**config.mk**
```make
export PLATFORM = sky130hd
export DESIGN_NAME = md5_digest_engine
export DESIGN_NICKNAME = d
export VERILOG_FILES = /design/src/design/md5_pkg.sv /design/src/design/md5_ctrl.sv /design/src/design/md5_dpath.sv /design/src/design/md5_digest_engine.sv
export SDC_FILE = /design/constraint.sdc
export NUM_CORES = 2
export LEC_CHECK = 0
export BUFFER_PORTS_ARGS = -buffer_cell sky130_fd_sc_hd__buf_2
export CORE_UTILIZATION = 35
export DETAILED_ROUTE_END_ITERATION = 12
export PLACE_DENSITY_LB_ADDON = 0.12
export SYNTH_ARGS = -nofsm -noshare
export SYNTH_HDL_FRONTEND = slang
export SYNTH_SLANG_ARGS = --single-unit
```
**constraint.sdc**
```tcl
create_clock -name i_clk -period 11.1 [get_ports i_clk]
set_input_delay 1.11 -clock i_clk [delete_from_list [all_inputs] [get_ports i_clk]]
set_output_delay 1.11 -clock i_clk [all_outputs]
set_load 0.02 [all_outputs]
```
**src/design/md5_pkg.sv**
```systemverilog
`default_nettype none
// ----------------------------------------------------------------------------
// md5_pkg
// Shared types, constants and step functions of the MD5 digest engine:
// controller states, command and status groups, initial chaining values,
// the additive constant table, the rotation table and the per-step helpers.
// ----------------------------------------------------------------------------
package md5_pkg;

    // Controller states.
    typedef enum logic [2:0] {
        S_IDLE,
        S_PAD,
        S_LEN,
        S_LOAD,
        S_ROUND,
        S_ADD,
        S_EMIT
    } t_state;

    // Commands from the controller to the datapath.
    typedef struct packed {
        logic absorb;   // OR the input byte into the block and bump the count
        logic pad;      // OR the 0x80 pad byte in at the current position
        logic len;      // write the bit length into words 14 and 15
        logic load;     // copy the chaining words into the working registers
        logic round;    // run one compression step
        logic add;      // fold the working registers into the chain, clear block
        logic emit;     // move digest words into the output register
    } t_cmd;

    // Status from the datapath to the controller.
    typedef struct packed {
        logic pos_full;   // next byte lands in the last place of the block
        logic pos_late;   // pad byte lands where the length field sits
        logic step_last;  // current compression step is the sixty-fourth
        logic out_free;   // output register can take a word this cycle
        logic emit_last;  // word d is the next one to be emitted
    } t_stat;

    // Round codes.
    localparam logic [1:0] RND_F = 2'd0;
    localparam logic [1:0] RND_G = 2'd1;
    localparam logic [1:0] RND_H = 2'd2;
    localparam logic [1:0] RND_I = 2'd3;

    localparam logic [7:0] PAD_BYTE = 8'h80;

    // Initial chaining values a, b, c, d.
    localparam logic [31:0] INIT_WORDS [4] = '{
        32'h67452301, 32'hefcdab89, 32'h98badcfe, 32'h10325476
    };

    // Additive constants, one per step.
    localparam logic [31:0] K_TAB [64] = '{
        32'hd76aa478, 32'he8c7b756, 32'h242070db, 32'hc1bdceee,
        32'hf57c0faf, 32'h4787c62a, 32'ha8304613, 32'hfd469501,
        32'h698098d8, 32'h8b44f7af, 32'hffff5bb1, 32'h895cd7be,
        32'h6b901122, 32'hfd987193, 32'ha679438e, 32'h49b40821,
        32'hf61e2562, 32'hc040b340, 32'h265e5a51, 32'he9b6c7aa,
        32'hd62f105d, 32'h02441453, 32'hd8a1e681, 32'he7d3fbc8,
        32'h21e1cde6, 32'hc33707d6, 32'hf4d50d87, 32'h455a14ed,
        32'ha9e3e905, 32'hfcefa3f8, 32'h676f02d9, 32'h8d2a4c8a,
        32'hfffa3942, 32'h8771f681, 32'h6d9d6122, 32'hfde5380c,
        32'ha4beea44, 32'h4bdecfa9, 32'hf6bb4b60, 32'hbebfbc70,
        32'h289b7ec6, 32'heaa127fa, 32'hd4ef3085, 32'h04881d05,
        32'hd9d4d039, 32'he6db99e5, 32'h1fa27cf8, 32'hc4ac5665,
        32'hf4292244, 32'h432aff97, 32'hab9423a7, 32'hfc93a039,
        32'h655b59c3, 32'h8f0ccc92, 32'hffeff47d, 32'h85845dd1,
        32'h6fa87e4f, 32'hfe2ce6e0, 32'ha3014314, 32'h4e0811a1,
        32'hf7537e82, 32'hbd3af235, 32'h2ad7d2bb, 32'heb86d391
    };

    // Rotation amounts, indexed by round and by the step's low two bits.
    localparam logic [4:0] SHIFT_TAB [16] = '{
        5'd7, 5'd12, 5'd17, 5'd22,
        5'd5, 5'd9,  5'd14, 5'd20,
        5'd4, 5'd11, 5'd16, 5'd23,
        5'd6, 5'd10, 5'd15, 5'd21
    };

    // Message word used by a step.
    function automatic logic [3:0] md5_g(input logic [5:0] step);
        logic [3:0] idx;
        logic [3:0] res;
        idx = step[3:0];
        case (step[5:4])
            RND_F:   res = idx;
            RND_G:   res = (idx << 2) + idx + 4'd1;
            RND_H:   res = (idx << 1) + idx + 4'd5;
            default: res = (idx << 3) - idx;
        endcase
        return res;
    endfunction

    // Non-linear function of a round.
    function automatic logic [31:0] md5_f(input logic [1:0] rnd, input logic [31:0] b,
                                          input logic [31:0] c, input logic [31:0] d);
        logic [31:0] res;
        case (rnd)
            RND_F:   res = (b & c) | (~b & d);
            RND_G:   res = (d & b) | (~d & c);
            RND_H:   res = b ^ c ^ d;
            default: res = c ^ (b | ~d);
        endcase
        return res;
    endfunction

    // Rotate left by s places.
    function automatic logic [31:0] rotl32(input logic [31:0] x, input logic [4:0] s);
        logic [63:0] wide;
        wide = {x, x} << s;
        return wide[63:32];
    endfunction

endpackage
`default_nettype wire

```
**src/design/md5_ctrl.sv**
```systemverilog
`default_nettype none
// ----------------------------------------------------------------------------
// md5_ctrl
// Controller of the MD5 digest engine. Takes input words while idle, starts a
// compression when a block fills, sequences padding, length and the final
// compressions, and hands the digest words to the output register.
// ----------------------------------------------------------------------------
module md5_ctrl (
    input  wire logic          i_clk,
    input  wire logic          i_rst_n,
    input  wire logic          i_in_valid,
    input  wire logic          i_byte_valid,
    input  wire logic          i_last,
    input  wire md5_pkg::t_stat i_stat,
    output md5_pkg::t_cmd      o_cmd,
    output logic               o_in_ready
);
    import md5_pkg::*;

    t_state r_state, n_state;
    t_state r_ret, n_ret;

    // State registers; r_ret is where to go once a compression is folded in.
    always_ff @(posedge i_clk) begin
        if (!i_rst_n) begin
            r_state <= S_IDLE;
            r_ret   <= S_IDLE;
        end else begin
            r_state <= n_state;
            r_ret   <= n_ret;
        end
    end

    // Next state.
    always_comb begin
        n_state = r_state;
        n_ret   = r_ret;
        unique case (r_state)
            S_IDLE: begin
                if (i_in_valid) begin
                    if (i_byte_valid && i_stat.pos_full) begin
                        n_state = S_LOAD;
                        n_ret   = i_last ? S_PAD : S_IDLE;
                    end else if (i_last) begin
                        n_state = S_PAD;
                    end
                end
            end
            S_PAD: begin
                if (i_stat.pos_late) begin
                    n_state = S_LOAD;
                    n_ret   = S_LEN;
                end else begin
                    n_state = S_LEN;
                end
            end
            S_LEN: begin
                n_state = S_LOAD;
                n_ret   = S_EMIT;
            end
            S_LOAD:  n_state = S_ROUND;
            S_ROUND: begin
                if (i_stat.step_last) begin
                    n_state = S_ADD;
                end
            end
            S_ADD:   n_state = r_ret;
            S_EMIT: begin
                if (i_stat.out_free && i_stat.emit_last) begin
                    n_state = S_IDLE;
                end
            end
            default: n_state = S_IDLE;
        endcase
    end

    // Commands and input handshake.
    always_comb begin
        o_cmd      = '0;
        o_in_ready = 1'b0;
        unique case (r_state)
            S_IDLE: begin
                o_in_ready   = 1'b1;
                o_cmd.absorb = i_in_valid && i_byte_valid;
            end
            S_PAD:   o_cmd.pad   = 1'b1;
            S_LEN:   o_cmd.len   = 1'b1;
            S_LOAD:  o_cmd.load  = 1'b1;
            S_ROUND: o_cmd.round = 1'b1;
            S_ADD:   o_cmd.add   = 1'b1;
            S_EMIT:  o_cmd.emit  = 1'b1;
            default: o_cmd       = '0;
        endcase
    end

endmodule
`default_nettype wire

```
**src/design/md5_dpath.sv**
```systemverilog
`default_nettype none
// ----------------------------------------------------------------------------
// md5_dpath
// Datapath of the MD5 digest engine: block buffer, byte count, chaining
// words, the one-step-per-cycle compression unit and the output register.
// ----------------------------------------------------------------------------
module md5_dpath (
    input  wire logic          i_clk,
    input  wire logic          i_rst_n,
    input  wire md5_pkg::t_cmd i_cmd,
    input  wire logic [7:0]    i_data_byte,
    input  wire logic          i_out_ready,
    output md5_pkg::t_stat     o_stat,
    output logic               o_out_valid,
    output logic [31:0]        o_digest_word,
    output logic [1:0]         o_word_index,
    output logic               o_last_word
);
    import md5_pkg::*;

    logic [31:0] r_block [16];
    logic [31:0] n_block [16];
    logic [31:0] r_chain [4];
    logic [60:0] r_count;
    logic [31:0] r_a, r_b, r_c, r_d;
    logic [31:0] r_mk;
    logic [5:0]  r_step;
    logic        r_out_valid;
    logic [31:0] r_out_word;
    logic [1:0]  r_out_idx;
    logic [1:0]  r_emit_idx;

    logic [3:0]  w_idx;
    logic [4:0]  lane_sh;
    logic [63:0] bit_len;
    logic [5:0]  step_next;
    logic [5:0]  mk_step;
    logic [31:0] step_sum;
    logic [31:0] step_b;
    logic        out_free;

    assign w_idx   = r_count[5:2];
    assign lane_sh = {r_count[1:0], 3'b000};
    assign bit_len = {r_count, 3'b000};
    assign out_free = !r_out_valid || i_out_ready;

    // Block buffer update: byte insertion, padding, length and clearing.
    always_comb begin
        n_block = r_block;
        if (i_cmd.add) begin
            for (int k = 0; k < 16; k++) begin
                n_block[k] = '0;
            end
        end else if (i_cmd.absorb) begin
            n_block[w_idx] = r_block[w_idx] | ({24'd0, i_data_byte} << lane_sh);
        end else if (i_cmd.pad) begin
            n_block[w_idx] = r_block[w_idx] | ({24'd0, PAD_BYTE} << lane_sh);
        end else if (i_cmd.len) begin
            n_block[14] = bit_len[31:0];
            n_block[15] = bit_len[63:32];
        end
    end

    // One compression step; the message word plus constant is prefetched.
    assign step_next = r_step + 6'd1;
    assign mk_step   = i_cmd.load ? 6'd0 : step_next;
    assign step_sum  = r_a + md5_f(r_step[5:4], r_b, r_c, r_d) + r_mk;
    assign step_b    = r_b + rotl32(step_sum, SHIFT_TAB[{r_step[5:4], r_step[1:0]}]);

    // Control and state registers.
    always_ff @(posedge i_clk) begin
        if (!i_rst_n) begin
            for (int k = 0; k < 16; k++) begin
                r_block[k] <= '0;
            end
            for (int k = 0; k < 4; k++) begin
                r_chain[k] <= INIT_WORDS[k];
            end
            r_count     <= '0;
            r_step      <= '0;
            r_out_valid <= 1'b0;
            r_emit_idx  <= '0;
        end else begin
            r_block <= n_block;
            if (i_cmd.absorb) begin
                r_count <= r_count + 61'd1;
            end
            if (i_cmd.load) begin
                r_step <= '0;
            end else if (i_cmd.round) begin
                r_step <= step_next;
            end
            if (i_cmd.add) begin
                r_chain[0] <= r_chain[0] + r_a;
                r_chain[1] <= r_chain[1] + r_b;
                r_chain[2] <= r_chain[2] + r_c;
                r_chain[3] <= r_chain[3] + r_d;
            end
            // Digest words leave one at a time; after word d the message state restarts.
            if (i_cmd.emit && out_free) begin
                r_out_valid <= 1'b1;
                r_emit_idx  <= r_emit_idx + 2'd1;
                if (r_emit_idx == 2'd3) begin
                    for (int k = 0; k < 4; k++) begin
                        r_chain[k] <= INIT_WORDS[k];
                    end
                    r_count <= '0;
                end
            end else if (i_out_ready) begin
                r_out_valid <= 1'b0;
            end
        end
    end

    // Working registers and output payload.
    always_ff @(posedge i_clk) begin
        if (i_cmd.load || i_cmd.round) begin
            r_mk <= r_block[md5_g(mk_step)] + K_TAB[mk_step];
        end
        if (i_cmd.load) begin
            r_a <= r_chain[0];
            r_b <= r_chain[1];
            r_c <= r_chain[2];
            r_d <= r_chain[3];
        end else if (i_cmd.round) begin
            r_a <= r_d;
            r_d <= r_c;
            r_c <= r_b;
            r_b <= step_b;
        end
        if (i_cmd.emit && out_free) begin
            r_out_word <= r_chain[r_emit_idx];
            r_out_idx  <= r_emit_idx;
        end
    end

    // Status to the controller.
    always_comb begin
        o_stat.pos_full  = (r_count[5:0] == 6'd63);
        o_stat.pos_late  = (r_count[5:3] == 3'd7);
        o_stat.step_last = (r_step == 6'd63);
        o_stat.out_free  = out_free;
        o_stat.emit_last = (r_emit_idx == 2'd3);
    end

    assign o_out_valid   = r_out_valid;
    assign o_digest_word = r_out_word;
    assign o_word_index  = r_out_idx;
    assign o_last_word   = (r_out_idx == 2'd3);

endmodule
`default_nettype wire

```
**src/design/md5_digest_engine.sv**
```systemverilog
`default_nettype none
// ----------------------------------------------------------------------------
// md5_digest_engine
// Streaming MD5 message digest: one message byte per input word, four
// 32-bit digest words out after the word marked last.
// ----------------------------------------------------------------------------
//  Channel   Direction  Handshake                 Payload
//  input     in         i_in_valid / o_in_ready   i_data_byte, i_byte_valid, i_last
//  output    out        o_out_valid / i_out_ready o_digest_word, o_word_index,
//                                                 o_last_word
//
//  A byte is taken every cycle while the controller is idle.
//  The word that fills a block holds the input through a load state, 64
//  compression steps on a single shared step unit, and a fold state.
//  The word marked last costs a pad state, a length state, one or two
//  compressions and four output words, one per cycle while i_out_ready is high.
//  Synchronous active-low reset; the output register holds its word under stall.
// ----------------------------------------------------------------------------
module md5_digest_engine (
    input  wire logic        i_clk,
    input  wire logic        i_rst_n,
    input  wire logic        i_in_valid,
    output logic             o_in_ready,
    input  wire logic [7:0]  i_data_byte,
    input  wire logic        i_byte_valid,
    input  wire logic        i_last,
    output logic             o_out_valid,
    input  wire logic        i_out_ready,
    output logic [31:0]      o_digest_word,
    output logic [1:0]       o_word_index,
    output logic             o_last_word
);
    import md5_pkg::*;

    t_cmd  cmd;
    t_stat stat;

    // Sequencing.
    md5_ctrl u_ctrl (
        .i_clk        (i_clk),
        .i_rst_n      (i_rst_n),
        .i_in_valid   (i_in_valid),
        .i_byte_valid (i_byte_valid),
        .i_last       (i_last),
        .i_stat       (stat),
        .o_cmd        (cmd),
        .o_in_ready   (o_in_ready)
    );

    // Storage, compression and output register.
    md5_dpath u_dpath (
        .i_clk         (i_clk),
        .i_rst_n       (i_rst_n),
        .i_cmd         (cmd),
        .i_data_byte   (i_data_byte),
        .i_out_ready   (i_out_ready),
        .o_stat        (stat),
        .o_out_valid   (o_out_valid),
        .o_digest_word (o_digest_word),
        .o_word_index  (o_word_index),
        .o_last_word   (o_last_word)
    );

endmodule
`default_nettype wire
```
==> summary.md <==
| Metric | Value |
|---|---|
| Via count | `56,000` |
| Maxcap violations | `0` |
| EDFF count, synth | `258` |
| DRC errors left | `0` |
| Vias in the first global route | `52,300` |
| Slowest stage delay, CP | `0.72 ns` |
| Hold Vio Cnt, Final | `0` |
| Area delta synth->final | `10.3%` |
| DRT Pass-1 Iters | `8` |
| Startpoint class of the critical path | `register` |
| CTS tree | `built` |
| Synth Instances | `7,317` |
| Total gr overflow | `0` |
| Largest net degree at the start of global routing | `185` |
| Final Setup Violations | `0` |
| Root buf cell | `clkbuf_16` |
| FILL cells | `17,800` |
| Synth Flop Type | `dfxtp_1` |
| DRT Wirelength | `236,000 microns` |
| DP HPWL | `162,000 microns` |
| Initial antenna violation count | `5` |
| CP most frequent cell | `a21oi_1` |
| Library cells used by synthesis | `100` |
| RSZ-0062 raised after global routing | `false` |
| Final TNS setup | `0 ns` |
| Chip Width | `420 microns` |
| Status | `finished clean` |
| Reg2reg path depth | `34` |
| Core Region | `174,000 sq um` |
| Slew Viols, Final | `0` |
| Total GRT Usage | `26.1%` |
| Netlist Area Pre-Place | `61,300 sq um` |
| Crit path required time | `11.55 ns` |
| Avg Inst Size Synth | `8.38 sq um` |
| H-tree depth | `3` |
| Routed Antenna Nets | `0` |
| Final #Nets | `7,391` |
| Crit path max fanout | `45` |
| Post-CTS Hold Buffers | `0` |
| Initial core utilization | `35.3%` |
| Register bit total from synthesis | `910` |
| Layout Skew | `0.0591 ns` |
| Clock transition at the registers of the reported paths | `0.07 ns` |
| Gpl congestion | `0.901` |
| Total CTS buffers | `111` |
| Resized cells post-CTS | `0` |
| Ports | `51` |
| R2R Path End | `u_dpath.r_b[30]` |
| Hold Startpoint | `u_dpath.r_block[95]` |
| Post-layout min period | `9.86 ns` |
| Die area | `177,000 sq um` |
| Max frequency | `101 MHz` |
| Avg Vias per Cell | `5.90` |
| Worst hold path type | `reg2reg` |
| Ratio of cells with drive above 1 in the final layout | `9.43%` |
| Hold WS | `0.470 ns` |
| Register area share after synthesis | `33.9%` |
| R2r setup slk | `1.24 ns` |
| Wire per inst | `24.8 microns` |
| YS warnings | `0` |
| Least-Margin Pin Slew | `1.31 ns` |
| Crit share post-route | `88.8%` |
| CP endpoint kind | `register` |
| Drt initial violations | `5,728` |
| IO buf count | `50` |
| Worst Hold Depth | `2` |
| Clock Path Buffers | `3` |
| Hold endpoint | `u_dpath.r_block[95]` |
| Post CTS Setup Buffer Count | `0` |
| Setup Crit Path Kind | `reg2reg` |
| First-pass GRT wire length | `350,000 microns` |
| Async S/R FF share, synth | `0%` |
| Die height | `420 microns` |
| Crit path max-delay cell type | `o41ai_1` |
| Clock sinks | `910` |
| R2R Path Start | `u_dpath.r_step[4]` |
| Slew HR | `12.9%` |
| Site Rows | `153` |
| Worst skew pair latency | `0.77 ns` |
| Syn nets | `7,633` |
| WP data arrival | `10.31 ns` |
-- kinds of logic after synthesis --
logic type	after synthesis	share of synthesized area, %
adder cells (fa/ha/maj)	333	7.20
AND/OR/NAND/NOR	2611	18.2
buffers and inverters	771	4.86
flip-flops	910	33.9
XOR/XNOR	251	3.61
multiplexers	300	9.01
AO/OA/AOI/OAI	2141	23.2
-- cells in the mapped netlist, types with 15 or more instances --
cell      instances  area share (%)
a22oi_1          48            0.59
nor2b_1          33            0.34
nand2_1        1093             6.7
a211oi_1        540             6.6
a21o_1          103             1.3
o221ai_1         36            0.51
dfxtp_1         652              21
nand4_1          22            0.22
o21bai_1         21            0.26
o31ai_1          31            0.38
inv_1           230             1.4
nand3_1         125             1.0
and3_1           47            0.48
xnor2_1         111             1.6
edfxtp_1        258              13
o211ai_1         56            0.69
mux2i_1          79             1.3
a221oi_1         15            0.21
o21ai_0         300             2.4
mux4_2          199             7.3
a31oi_1         142             1.4
nor2_1          861             5.3
or3_1            28            0.29
a21oi_1         538             4.4
nand2b_1         47            0.48
fa_1             43             1.4
a311oi_1         78             1.1
o21a_1           45            0.55
nor3_1          162             1.3
mux2_2           21            0.39
xor2_1          139             2.0
ha_1            259             5.3
or2_2            16            0.16
o22a_1           42            0.60
clkbuf_1        462             2.8
maj3_1           30            0.49
and2_1          125             1.3
buf_1            51            0.31
-- metal layers --
layer	vias to the layer above	global-route usage [%]	share of wire (%)
met5	-	0	0
met3	339	3.13	5.9
li1	26300	-	-
met2	1881	40.5	45
met4	0	8.83	3.3
met1	27500	37.1	46
-- flip-flops by register name, summed over array words and instances, names as in the netlist --
register               count
u_dpath.o_out_valid        1
u_dpath.r_d               32
u_dpath.r_step             6
u_dpath.r_chain          128
u_dpath.r_mk              32
u_dpath.r_count           61
u_dpath.r_b               32
u_dpath.o_digest_word     32
u_dpath.o_word_index       2
u_ctrl.r_ret               3
u_dpath.r_emit_idx         2
u_dpath.r_a               32
u_dpath.r_block          512
u_dpath.r_c               32
u_ctrl.r_state             3
-- worst max-delay path: cells and delay by family, from the launching register on --
kind | cells | cell delay, ns
compound gates | 20 | 4.36
xor+xnor | 2 | 0.41
fa+ha+maj | 4 | 1.61
buf+inv | 4 | 1.30
flops | 1 | 0.62
mux | 2 | 0.33
simple gates | 2 | 0.81
-- layout by cell type (no fill, tap or decap), types with 20 or more instances in the layout --
| cell | netlist | final |
|---|---|---|
| o21bai_1 | 21 | 21 |
| nand3_1 | 125 | 125 |
| a22oi_1 | 48 | 48 |
| mux2_2 | 21 | 21 |
| nor2_1 | 861 | 845 |
| o21a_1 | 45 | 45 |
| a31oi_1 | 142 | 142 |
| o21ai_0 | 300 | 300 |
| o211ai_1 | 56 | 56 |
| clkbuf_1 | 462 | 28 |
| clkbuf_8 | 1 | 26 |
| maj3_1 | 30 | 30 |
| fa_1 | 43 | 43 |
| mux4_2 | 199 | 199 |
| nor3_1 | 162 | 158 |
| nand2b_1 | 47 | 47 |
| and2_1 | 125 | 122 |
| or3_1 | 28 | 28 |
| a21o_1 | 103 | 103 |
| dfxtp_1 | 652 | 644 |
| o22a_1 | 42 | 42 |
| edfxtp_1 | 258 | 258 |
| o31ai_1 | 31 | 31 |
| clkbuf_16 | 0 | 116 |
| xor2_1 | 139 | 138 |
| and3_1 | 47 | 45 |
| inv_1 | 230 | 229 |
| o221ai_1 | 36 | 36 |
| clkinv_2 | 0 | 20 |
| buf_4 | 6 | 122 |
| buf_2 | 13 | 50 |
| nor2b_1 | 33 | 32 |
| xnor2_1 | 111 | 109 |
| a211oi_1 | 540 | 540 |
| a311oi_1 | 78 | 78 |
| a21oi_1 | 538 | 537 |
| ha_1 | 259 | 259 |
| nand2_1 | 1093 | 1086 |
| nand4_1 | 22 | 22 |
| mux2i_1 | 79 | 77 |
-- layout make-up --
cell class              count  area, sq um  area share [%]
clock buffers             170         3370            4.98
well taps                2325         2910            4.30
clock inverters            40          460           0.681
diodes                      1         2.50         0.00370
flip-flops and latches    910        20800            30.8
inverters                 233          875            1.29
multi-input cells        5636        37800            55.9
repair buffers            183         1390            2.05
-- worst max path at each step --
stage	slack [ns]	from	end	cells past startpoint
after floorplan	2.39	u_dpath.r_step[4]	u_dpath.r_b[30]	35
after global placement	1.54	u_dpath.r_step[4]	u_dpath.r_b[30]	34
after detailed placement	1.47	u_dpath.r_step[4]	u_dpath.r_b[30]	34
after CTS	1.35	u_dpath.r_step[4]	u_dpath.r_b[30]	34
after global routing	0.64	u_dpath.r_step[4]	u_dpath.r_b[30]	34
final	1.24	u_dpath.r_step[4]	u_dpath.r_b[30]	34
-- per-stage QoR --
stage,cells,setup WS [ns],utilization (%),area [sq um]
after floorplan,7317,2.39,-,61300
after global placement,9287,1.54,36.7,63800
after detailed placement,9287,1.47,36.7,63800
after CTS,9497,1.35,38.9,67600
after global routing,9498,0.640,38.9,67600
final,9498,1.24,38.9,67600
Power is not shown: default switching activity piles up to over one toggle a cycle in this logic, so the estimate is an artifact.
